<file path="src/sv/rsec_pkg.sv">
// rsec_pkg: opcode, function and command codes and shared types of the
// RV32 subset execute core. No dependencies.
`default_nettype none
package rsec_pkg;
  localparam int DMEM_BYTES_DEF = 4096;

  localparam logic [6:0] OP_R      = 7'b0110011;
  localparam logic [6:0] OP_IMM    = 7'b0010011;
  localparam logic [6:0] OP_JALR   = 7'b1100111;
  localparam logic [6:0] OP_LOAD   = 7'b0000011;
  localparam logic [6:0] OP_STORE  = 7'b0100011;
  localparam logic [6:0] OP_BRANCH = 7'b1100011;
  localparam logic [6:0] OP_JAL    = 7'b1101111;
  localparam logic [6:0] OP_AUIPC  = 7'b0010111;
  localparam logic [6:0] OP_LUI    = 7'b0110111;

  localparam logic [6:0] F7_BASE   = 7'b0000000;
  localparam logic [6:0] F7_MULDIV = 7'b0000001;
  localparam logic [6:0] F7_ALT    = 7'b0100000;

  localparam logic [2:0] F3_ADD = 3'd0;
  localparam logic [2:0] F3_BNE = 3'd1;
  localparam logic [2:0] F3_WORD = 3'd2;
  localparam logic [2:0] F3_XOR = 3'd4;
  localparam logic [2:0] F3_OR  = 3'd6;
  localparam logic [2:0] F3_AND = 3'd7;
  localparam logic [2:0] F3_DIV = 3'd4;
  localparam logic [2:0] F3_REM = 3'd6;

  localparam logic CMD_EXEC    = 1'b0;
  localparam logic CMD_PRELOAD = 1'b1;

  typedef struct packed {
    logic busy;
    logic done;
  } div_stat_t;
endpackage
`default_nettype wire

</file>
<file path="src/sv/rsec_div.sv">
// rsec_div: iterative signed 32-bit divider, one quotient bit per cycle.
// Depends on rsec_pkg.
`default_nettype none
module rsec_div import rsec_pkg::*; (
  input  wire logic        clk,
  input  wire logic        rst_n,
  input  wire logic        start,
  input  wire logic [31:0] a,
  input  wire logic [31:0] b,
  output logic [31:0]      quo,
  output logic [31:0]      rem,
  output div_stat_t        stat
);
  logic        busy_r, done_r;
  logic [4:0]  cnt_r;
  logic [31:0] rem_r, quo_r, ub_r, a_r;
  logic        na_r, nb_r, bz_r;
  logic [32:0] shifted, diff;

  assign shifted = {rem_r, quo_r[31]};
  assign diff    = shifted - {1'b0, ub_r};

  always_ff @(posedge clk) begin
    if (!rst_n) begin
      busy_r <= 1'b0;
      done_r <= 1'b0;
      cnt_r  <= '0;
    end else begin
      done_r <= 1'b0;
      if (start) begin
        busy_r <= 1'b1;
        cnt_r  <= '0;
      end else if (busy_r) begin
        cnt_r <= cnt_r + 5'd1;
        if (cnt_r == 5'd31) begin
          busy_r <= 1'b0;
          done_r <= 1'b1;
        end
      end
    end
  end

  always_ff @(posedge clk) begin
    if (start) begin
      rem_r <= '0;
      quo_r <= a[31] ? (32'd0 - a) : a;
      ub_r  <= b[31] ? (32'd0 - b) : b;
      na_r  <= a[31];
      nb_r  <= b[31];
      bz_r  <= (b == 32'd0);
      a_r   <= a;
    end else if (busy_r) begin
      if (!diff[32]) rem_r <= diff[31:0];
      else           rem_r <= shifted[31:0];
      quo_r <= {quo_r[30:0], ~diff[32]};
    end
  end

  // divide by zero: all ones and the dividend
  assign quo = bz_r ? '1 : ((na_r ^ nb_r) ? (32'd0 - quo_r) : quo_r);
  assign rem = bz_r ? a_r : (na_r ? (32'd0 - rem_r) : rem_r);
  assign stat.busy = busy_r;
  assign stat.done = done_r;
endmodule
`default_nettype wire

</file>
<file path="config.mk">
export PLATFORM = sky130hd
export DESIGN_NAME = rsec_div
export DESIGN_NICKNAME = d
export VERILOG_FILES = /design/src/sv/rsec_pkg.sv /design/src/sv/rsec_div.sv
export SDC_FILE = /design/constraint.sdc
export NUM_CORES = 1
export LEC_CHECK = 0
export BUFFER_PORTS_ARGS = -buffer_cell sky130_fd_sc_hd__buf_2
export CAP_MARGIN = 0
export CORE_MARGIN = 1.5
export CORE_UTILIZATION = 53
export DETAILED_ROUTE_END_ITERATION = 7
export GPL_ROUTABILITY_DRIVEN = 0
export GPL_TIMING_DRIVEN = 0
export HOLD_SLACK_MARGIN = 0.02
export PLACE_DENSITY = 0.77
export SYNTH_ARGS = -nofsm -noshare
export SYNTH_HDL_FRONTEND = slang
export SYNTH_SLANG_ARGS = --single-unit
</file>
<file path="constraint.sdc">
create_clock -name clk -period 3 [get_ports clk]
set_clock_uncertainty 0.1 [all_clocks]
set_input_delay 0 -clock clk [delete_from_list [all_inputs] [get_ports clk]]
set_output_delay 0 -clock clk [all_outputs]
set_load 0.01 [all_outputs]
</file>
==> results.ini, run 1 <==
[floorplanning]
io_pins = 133
num_rows = 49
die_w_um = 140
die_area_mm2 = 0.0196
dieHeight_um = 140
core_mm2 = 0.0182
initial_core_util = 0.547

[setup_path]
crit_path_end_kind = output pin
crit_path_max_incr_delay_ps = 510
cp.arrival_ps = 3070
path_cells = or3_4 -> or4_4 -> or3_4 -> or2_4 -> nor3_4 -> a21oi_2 -> xnor2_1 -> nand2_1 -> buf_2
required_ps = 2900
cpMostUsedCell = or3_4
critPathSlowestCell = or4_4
critPathKind = flip-flop to output pin
critPathMaxFanout = 4
startpoint_type = flip-flop

[synthesis]
synth_area_leaders = edfxtp_1, dfxtp_1, xor2_1, nand2_1, xnor2_1
synth_top_area_share = 0.295
synth-main-ff-cell = edfxtp_1
ys_seq_elements = 137
syn_inst = 1147
synth_seq_area_share = 0.374
synth_enable_flop_cells = 98
netlist_area_mm2 = 0.00996
syn_area_per_cell_um2 = 8.68
synth_nets = 1253
yosysWarnings = 0
synth_largest_area_cell = edfxtp_1
ys_async_sr_fraction = 0
synth.distinct_cells = 73

[power]
powerDensity_mw_per_mm2 = 532
power_leakage_nw = 5.33
peakVddDrop_uv = 485
p_switching_mw = 2.29
seq_power_share = 0.352
intPower_mw = 4.64
power_frac_clock = 0.325
power.share.switching = 0.331
pwr-share-comb = 0.323

[run]
max-cap-violations = 0

[detailed_routing]
wl_met3_um = 3160
wire_per_inst_um = 19.0
met2_length_um = 14800
routed_wl_um = 31400
drc = 0
drt_iter0_markers = 1092
routed.top_layer = met5
viasPerCell = 6.13
met1Wirelength_um = 12300
ant_nets = 0
firstDrtPassIters = 5
vias = 10100

[clock_tree]
clk_latency_ps = 430
clockBufferDepth = 2
cts_made_buffers = 17
path_clk_slew_ps = 60
h-tree-depth = 4
cts_tree = built
cts.sinks = 137
root_buffer = clkbuf_16

[sta]
setup_violations = 8
layout_min_cycle_time_ps = 3170
layout_setup_ws_ps = -172
rsz0062_at_grt = yes
maxSlewViolCount = 0
min_period_over_period = 1.06
hold_viol = 0
tightest_slew_ps = 890
relSlewSlack = 0.406
fmax_mhz = 315
hold_ws_ps = 93.8

[global_routing]
grt_pass1_wl_um = 48900
grt_max_degree = 69
grt_remaining_overflow = 0
grt_util_all_layers = 0.317
antenna_found_initial = 1
grt_pass1_vias = 9543

[finish]
final_common_cell = nand2_1
postLayoutCellArea_mm2 = 0.0130
mostFrequentLayoutCells = nand2_1, buf_2, edfxtp_1
diodes = 0
drive_gt1_frac = 0.228
syn2layout_area_growth_pct = 30.9
layout.nets = 1512

[min_path]
hold_path_class = input pin to flip-flop

[placed_design]
post_dp_cell_area_mm2 = 0.0109
portBuffers = 132
place_ws_ps = -774
dpl.hpwl_um = 21500

[run_status]
violations = negative setup slack
outcome = finished with violations

## worst paths after layout
path         depth (start not counted)  slack, ps        end       from
max reg2reg                         10         10  rem_r[25]    ub_r[0]
min reg2reg                          2        430  rem_r[24]  rem_r[24]
max                                  9       -170    quo[28]  quo_r[12]
min                                  1         90    ub_r[4]      start
## synthesized netlist by cell type, types with 6 or more instances
master and instances:
buf_2 7, xnor2_1 61, xor2_1 79, a21oi_1 69
nor2b_1 8, nor2_1 95, a31oi_1 6, ha_1 38
nor3_1 16, o21ai_0 98, and3_1 8, edfxtp_1 98
nand3_1 16, o31ai_1 27, clkbuf_1 44, dfxtp_1 39
nand4_1 15, nand2_1 164, nand2b_1 13, o41ai_1 13
or3_1 20, a311oi_1 26, mux2i_1 7, a21o_1 25
inv_1 51, or4_1 11, nor4_1 6
## critical path, delay by kind of cell, from the launching register on
| family | cells | cell delay [ps] |
|---|---|---|
| AO/OA/AOI/OAI | 1 | 90 |
| buffers and inverters | 1 | 150 |
| flip-flops | 1 | 400 |
| AND/OR/NAND/NOR | 6 | 1830 |
| XOR/XNOR | 1 | 170 |
## registers in the layout, summed over array words and instances (netlist names)
signal and flops:
a_r 32, busy_r 1, bz_r 1, cnt_r 5, done_r 1, nb_r 1
quo_r 32, rem_r 32, ub_r 32
## layout make-up
class / count / area, um2
Multi-Input combinational cell: 900 / 6200
Fill cell: 1279 / 5170
Sequential cell: 137 / 3760
Timing Repair Buffer: 246 / 1710
Clock buffer: 21 / 460
Tap cell: 229 / 287
Buffer: 52 / 249
Inverter: 52 / 195
Clock inverter: 11 / 170
## power groups by stage
stage	Sequential [mW]	Combinational, mW	Clock, mW
2_1_floorplan	2.39	1.27	0
3_3_place_gp	2.45	1.78	0
3_5_place_dp	2.46	1.81	0
4_1_cts	2.42	2.07	2.25
5_1_grt	2.46	2.43	2.34
6_report	2.44	2.24	2.25
## routing by layer
| layer | up-vias | global-route usage |
|---|---|---|
| li1 | 4661 | - |
| met1 | 4701 | 0.418 |
| met2 | 640 | 0.520 |
| met3 | 96 | 0.0585 |
| met4 | 2 | 0.121 |
| met5 | - | 0 |
## repair_timing
action | CTS | global route
endpoints found under the hold margin | 104 | 0
resized for setup | 74 | 54
gates cloned | 2 | 0
pin swaps | 26 | 33
buffers inserted | 23 | 15
hold buffers | 75 | 0
endpoints found under the setup margin | 51 | 60
## per-stage QoR
step	setup TNS (ps)	utilization	cells	power (mW)
6_report	-909	0.716	1648	6.93
5_1_grt	-2870	0.716	1648	7.22
4_1_cts	-872	0.699	1636	6.73
3_5_place_dp	-34280	0.599	1508	4.27
3_3_place_gp	-29090	0.599	1508	4.23
2_1_floorplan	0	-	1147	3.65
## logic make-up after synthesis
group | Yosys count | share of synthesized area
and+or+nand+nor | 407 | 0.200
xor gates and xnor gates | 140 | 0.123
buffers and inverters | 110 | 0.0438
adders and majority gates | 39 | 0.0497
AOI/OAI and AO/OA | 304 | 0.199
muxes | 10 | 0.0104
DFF | 137 | 0.374
Power figures use the tool's default switching activity.
==> run 2, diff against run 1 <==
--- a/config.mk
+++ b/config.mk
@@ -7,11 +7,11 @@
 export LEC_CHECK = 0
 export BUFFER_PORTS_ARGS = -buffer_cell sky130_fd_sc_hd__buf_2
 export CAP_MARGIN = 0
+export CORE_ASPECT_RATIO = 0.75
 export CORE_MARGIN = 1.5
 export CORE_UTILIZATION = 53
 export DETAILED_ROUTE_END_ITERATION = 7
 export GPL_ROUTABILITY_DRIVEN = 0
-export GPL_TIMING_DRIVEN = 0
 export HOLD_SLACK_MARGIN = 0.02
 export PLACE_DENSITY = 0.77
 export SYNTH_ARGS = -nofsm -noshare
==> run 2 against run 1 <==
Compared with the run above:
- the flow still finishes with violations (negative setup slack)
- utilization is 1.1 points higher
- combinational power is 6% higher
- cell area rose by 2.9%
- sequential power fell by 2%
- cell count increased by 3.5%
- non-clock buffer count up 39
- count of clock-buffer cells in the layout down 4
- clock power down 5%
- routed wire length shrank 2.4%
- critical path depth rose by 1
- first-iteration DRC count grew 15%
- sequential share of layout area down 1.1 points
- critical path type unchanged
- highest routed layer is now met4
==> results.ini, run 2 (synthesis gave the netlist of run 1 again) <==
[run_status]
outcome = finished with violations
violations = negative setup slack

[floorplanning]
core_mm2 = 0.0185
num_rows = 43
dieHeight_um = 122
die_area_mm2 = 0.0196
io_pins = 133
initial_core_util = 0.540
die_w_um = 161

[run]
max-cap-violations = 0

[finish]
drive_gt1_frac = 0.253
mostFrequentLayoutCells = nand2_1, buf_2, buf_4
fillers = 1299
syn2layout_area_growth_pct = 34.7
diodes = 0
layout.nets = 1551
final_common_cell = nand2_1
postLayoutCellArea_mm2 = 0.0134
final-instance-count-excl-fill = 1705

[placed_design]
portBuffers = 132
place_ws_ps = -23.2
post_dp_cell_area_mm2 = 0.0115
dpl.hpwl_um = 21200
placed_cells = 1569

[clock_tree]
cts.sinks = 137
root_buffer = clkbuf_16
cts_made_buffers = 17
path_clk_slew_ps = 60
cts_tree = built
clk_latency_ps = 430
h-tree-depth = 4
clockBufferDepth = 2

[power]
peakVddDrop_uv = 298
powerDensity_mw_per_mm2 = 514
power_leakage_nw = 5.67

[sta]
layout_min_cycle_time_ps = 3250
min_period_over_period = 1.08
setup_violations = 15
fmax_mhz = 307
setup_tns_ps = -1550
rsz0062_at_grt = yes
layout_setup_ws_ps = -252
hold_viol = 0
relSlewSlack = 0.373
tightest_slew_ps = 941
hold_ws_ps = 69.6
maxSlewViolCount = 0

[setup_path]
crit_path_end_kind = output pin
cp.arrival_ps = 3150
startpoint_type = flip-flop
critPathMaxFanout = 5
critPathKind = flip-flop to output pin
required_ps = 2900

[global_routing]
antenna_found_initial = 0
grt_pass1_vias = 9189
grt_pass1_wl_um = 47000
grt_max_degree = 56
grt_remaining_overflow = 0
grt_util_all_layers = 0.306

[detailed_routing]
wire_per_inst_um = 18.0
ant_nets = 0
routed_wl_um = 30600
drt_iter0_markers = 1257
viasPerCell = 5.92
firstDrtPassIters = 6
drc = 0
vias = 10100

[min_path]
hold_path_class = input pin to flip-flop

==> run 2: layout make-up <==
class                   count  area (um2)  share of cell area
clock buffers              17         425              0.0317
inverters                  52         195              0.0146
flip-flops and latches    137        3730               0.278
clock inverters            15         159              0.0118
well taps                 247         309              0.0230
multi-input cells         900        6130               0.457
repair buffers            337        2470               0.184
==> run 2: power by group <==
part	switching [mW]	internal, mW	leakage [nW]
clock	0.843	1.29	0.275
combinational	1.32	1.06	4.11
sequential	0.139	2.24	1.28
==> run 2: through the flow <==
| step | power [mW] | util |
|---|---|---|
| after global placement | 4.40 | 0.622 |
| after global routing | 7.19 | 0.727 |
| after CTS | 6.72 | 0.706 |
| final | 6.89 | 0.727 |
| after floorplan | 3.65 | - |
| after detailed placement | 4.46 | 0.622 |
==> run 2: worst paths after layout <==
kind,start,end,slack (ps),depth (start not counted)
max,quo_r[9],quo[25],-250,10
min,b[31],nb_r,70,1
max reg2reg,quo_r[31],rem_r[20],140,14
min reg2reg,cnt_r[4],cnt_r[4],410,2
==> run 2: worst max-delay path: stages (launching register included) <==
cell      delay, ps
edfxtp_1        400
or3_4           430
or4_4           440
or3_4           350
buf_4           150
nor2_4          150
buf_6           140
a31oi_1         100
xnor2_1         290
nand2_1         100
buf_2           160
==> run 2: repair_timing <==
action | 4_1_cts | 5_1_grt
resized for setup | 30 | 49
hold buffers | 75 | 0
cloned | 0 | 1
endpoints found under the setup margin | 23 | 63
pin swaps | 20 | 34
setup buffers | 16 | 14
hold endpoints to repair | 119 | 0
==> run 2: per-layer routing <==
layer | vias to the layer above | global-route usage | wire, um
li1 | 4743 | - | -
met1 | 4830 | 0.428 | 13400
met2 | 476 | 0.475 | 13900
met3 | 51 | 0.0684 | 2770
met4 | 0 | 0.0903 | 635
met5 | - | 0 | 0
==> run 3, diff against run 2 <==
--- a/config.mk
+++ b/config.mk
@@ -9,11 +9,11 @@
 export CAP_MARGIN = 0
 export CORE_ASPECT_RATIO = 0.75
 export CORE_MARGIN = 1.5
-export CORE_UTILIZATION = 53
+export CORE_UTILIZATION = 50
 export DETAILED_ROUTE_END_ITERATION = 7
 export GPL_ROUTABILITY_DRIVEN = 0
 export HOLD_SLACK_MARGIN = 0.02
-export PLACE_DENSITY = 0.77
+export PLACE_DENSITY = 0.73
 export SYNTH_ARGS = -nofsm -noshare
 export SYNTH_HDL_FRONTEND = slang
 export SYNTH_SLANG_ARGS = --single-unit
==> run 3 against run 2 <==
Compared with the run above:
- the flow still finishes with violations (negative setup slack)
- sequential power barely moved
- routed wire length rose by 1.7%
- cell count rose by 0.65%
- fmax rose by 1.5%
- die area rose by 5.9%
- critical path type unchanged
- critical endpoint is now quo[22]
==> results.ini, run 3 (synthesis gave the netlist of run 1 again) <==
[run_status]
outcome = finished with violations
violations = negative setup slack

[sta]
tightest_slew_ps = 913
relSlewSlack = 0.386
hold_ws_ps = 36.2
rsz0062_at_grt = yes
fmax_mhz = 312
min_period_over_period = 1.07
maxSlewViolCount = 0
setup_violations = 12
layout_min_cycle_time_ps = 3200
layout_setup_ws_ps = -205
hold_viol = 0

[setup_path]
reg2reg_slack_ps = 40
reg2reg_from = ub_r[23]
startpoint_type = flip-flop
required_ps = 2900
critPathSlowestCell = or4_4
cpMostUsedCell = or3_4
critPathMaxFanout = 4
crit_family = simple AND/OR/NAND/NOR gates
rr_endpoint = rem_r[22]
crit_path_end_kind = output pin
critPathKind = flip-flop to output pin
crit_path_max_incr_delay_ps = 490
reg2reg_depth = 14
path_cells = or3_4 -> or4_4 -> or3_4 -> or2_4 -> buf_6 -> o41ai_4 -> xor2_1 -> nand2_1 -> buf_2
cp.arrival_ps = 3100
crit_buf_inv = 2

[power]
power_leakage_nw = 5.71
peakVddDrop_uv = 380
power_mw = 6.97
powerDensity_mw_per_mm2 = 513

[floorplanning]
die_area_mm2 = 0.0208
die_w_um = 166
io_pins = 133
num_rows = 44
dieHeight_um = 125
core_mm2 = 0.0194
initial_core_util = 0.513

[global_routing]
grt_pass1_wl_um = 47100
grt_remaining_overflow = 0
grt_max_degree = 76
antenna_found_initial = 0
grt_util_all_layers = 0.283
grt_pass1_vias = 9161

[detailed_routing]
firstDrtPassIters = 6
drt_iter0_markers = 985
wire_per_inst_um = 18.2
drc = 0
viasPerCell = 5.89
vias = 10100
ant_nets = 0
routed_wl_um = 31200

[clock_tree]
root_buffer = clkbuf_16
cts.sinks = 137
path_clk_slew_ps = 70
cts_made_buffers = 17
clockBufferDepth = 2
h-tree-depth = 4
cts_tree = built
clk_latency_ps = 430

[min_path]
worstHoldStart = b[31]
hold_path_class = input pin to flip-flop
hold_depth = 1
hold_end = nb_r

[placed_design]
portBuffers = 132
post_dp_cell_area_mm2 = 0.0114
dpl.hpwl_um = 21400

[finish]
syn2layout_area_growth_pct = 36.4
mostFrequentLayoutCells = nand2_1, buf_2, buf_4
layout.nets = 1556
drive_gt1_frac = 0.271
postLayoutCellArea_mm2 = 0.0136
final_common_cell = nand2_1

[run]
max-cap-violations = 0

run 3: worst max path at each step:
stage | from | to | slack (ps) | depth (start not counted)
6_report | quo_r[10] | quo[22] | -200 | 9
5_1_grt | quo_r[10] | quo[22] | -300 | 9
4_1_cts | quo_r[10] | quo[28] | -210 | 9
3_5_place_dp | quo_r[31] | rem_r[4] | -120 | 13
3_3_place_gp | quo_r[31] | rem_r[25] | 20 | 12
2_1_floorplan | quo_r[31] | rem_r[31] | 130 | 12
run 3: final cells by class:
class                           instances  area, um2
Timing Repair Buffer                  342       2490
Clock buffer                           17        425
Sequential cell                       137       3730
Antenna cell                            1       2.50
Inverter                               52        195
Multi-Input combinational cell        900       6280
Fill cell                            1444       5850
Tap cell                              253        317
Clock inverter                         14        149
run 3: metal layers:
layer	vias to the layer above	routed length (um)	track usage
met5	-	0	0
met4	0	903	0.0954
met3	77	2560	0.0519
met2	500	14200	0.441
met1	4784	13500	0.398
li1	4749	-	-
run 3: power breakdown:
part           total (mW)  leakage (nW)  switching, mW  internal, mW
Combinational        2.47          4.14           1.36          1.11
Sequential           2.37          1.28          0.133          2.24
Clock                2.12         0.281          0.897          1.23
Total                6.97          5.71           2.39          4.57
run 3: through the flow:
stage | TNS [ps] | setup slack, ps | cells | util
global placement | 0 | 22.5 | 1568 | 0.589
finish | -1400 | -205 | 1716 | 0.699
floorplan | 0 | 131 | 1147 | -
CTS | -1350 | -211 | 1690 | 0.671
global route | -3440 | -302 | 1715 | 0.699
detailed placement | -1690 | -116 | 1568 | 0.589
run 3: what timing repair did:
item | CTS | global route
hold buffers | 76 | 0
cloned | 0 | 2
endpoints found under the hold margin | 120 | 0
endpoints found under the setup margin | 39 | 60
pin swaps | 25 | 39
gates resized for setup | 44 | 69
setup buffers | 15 | 25
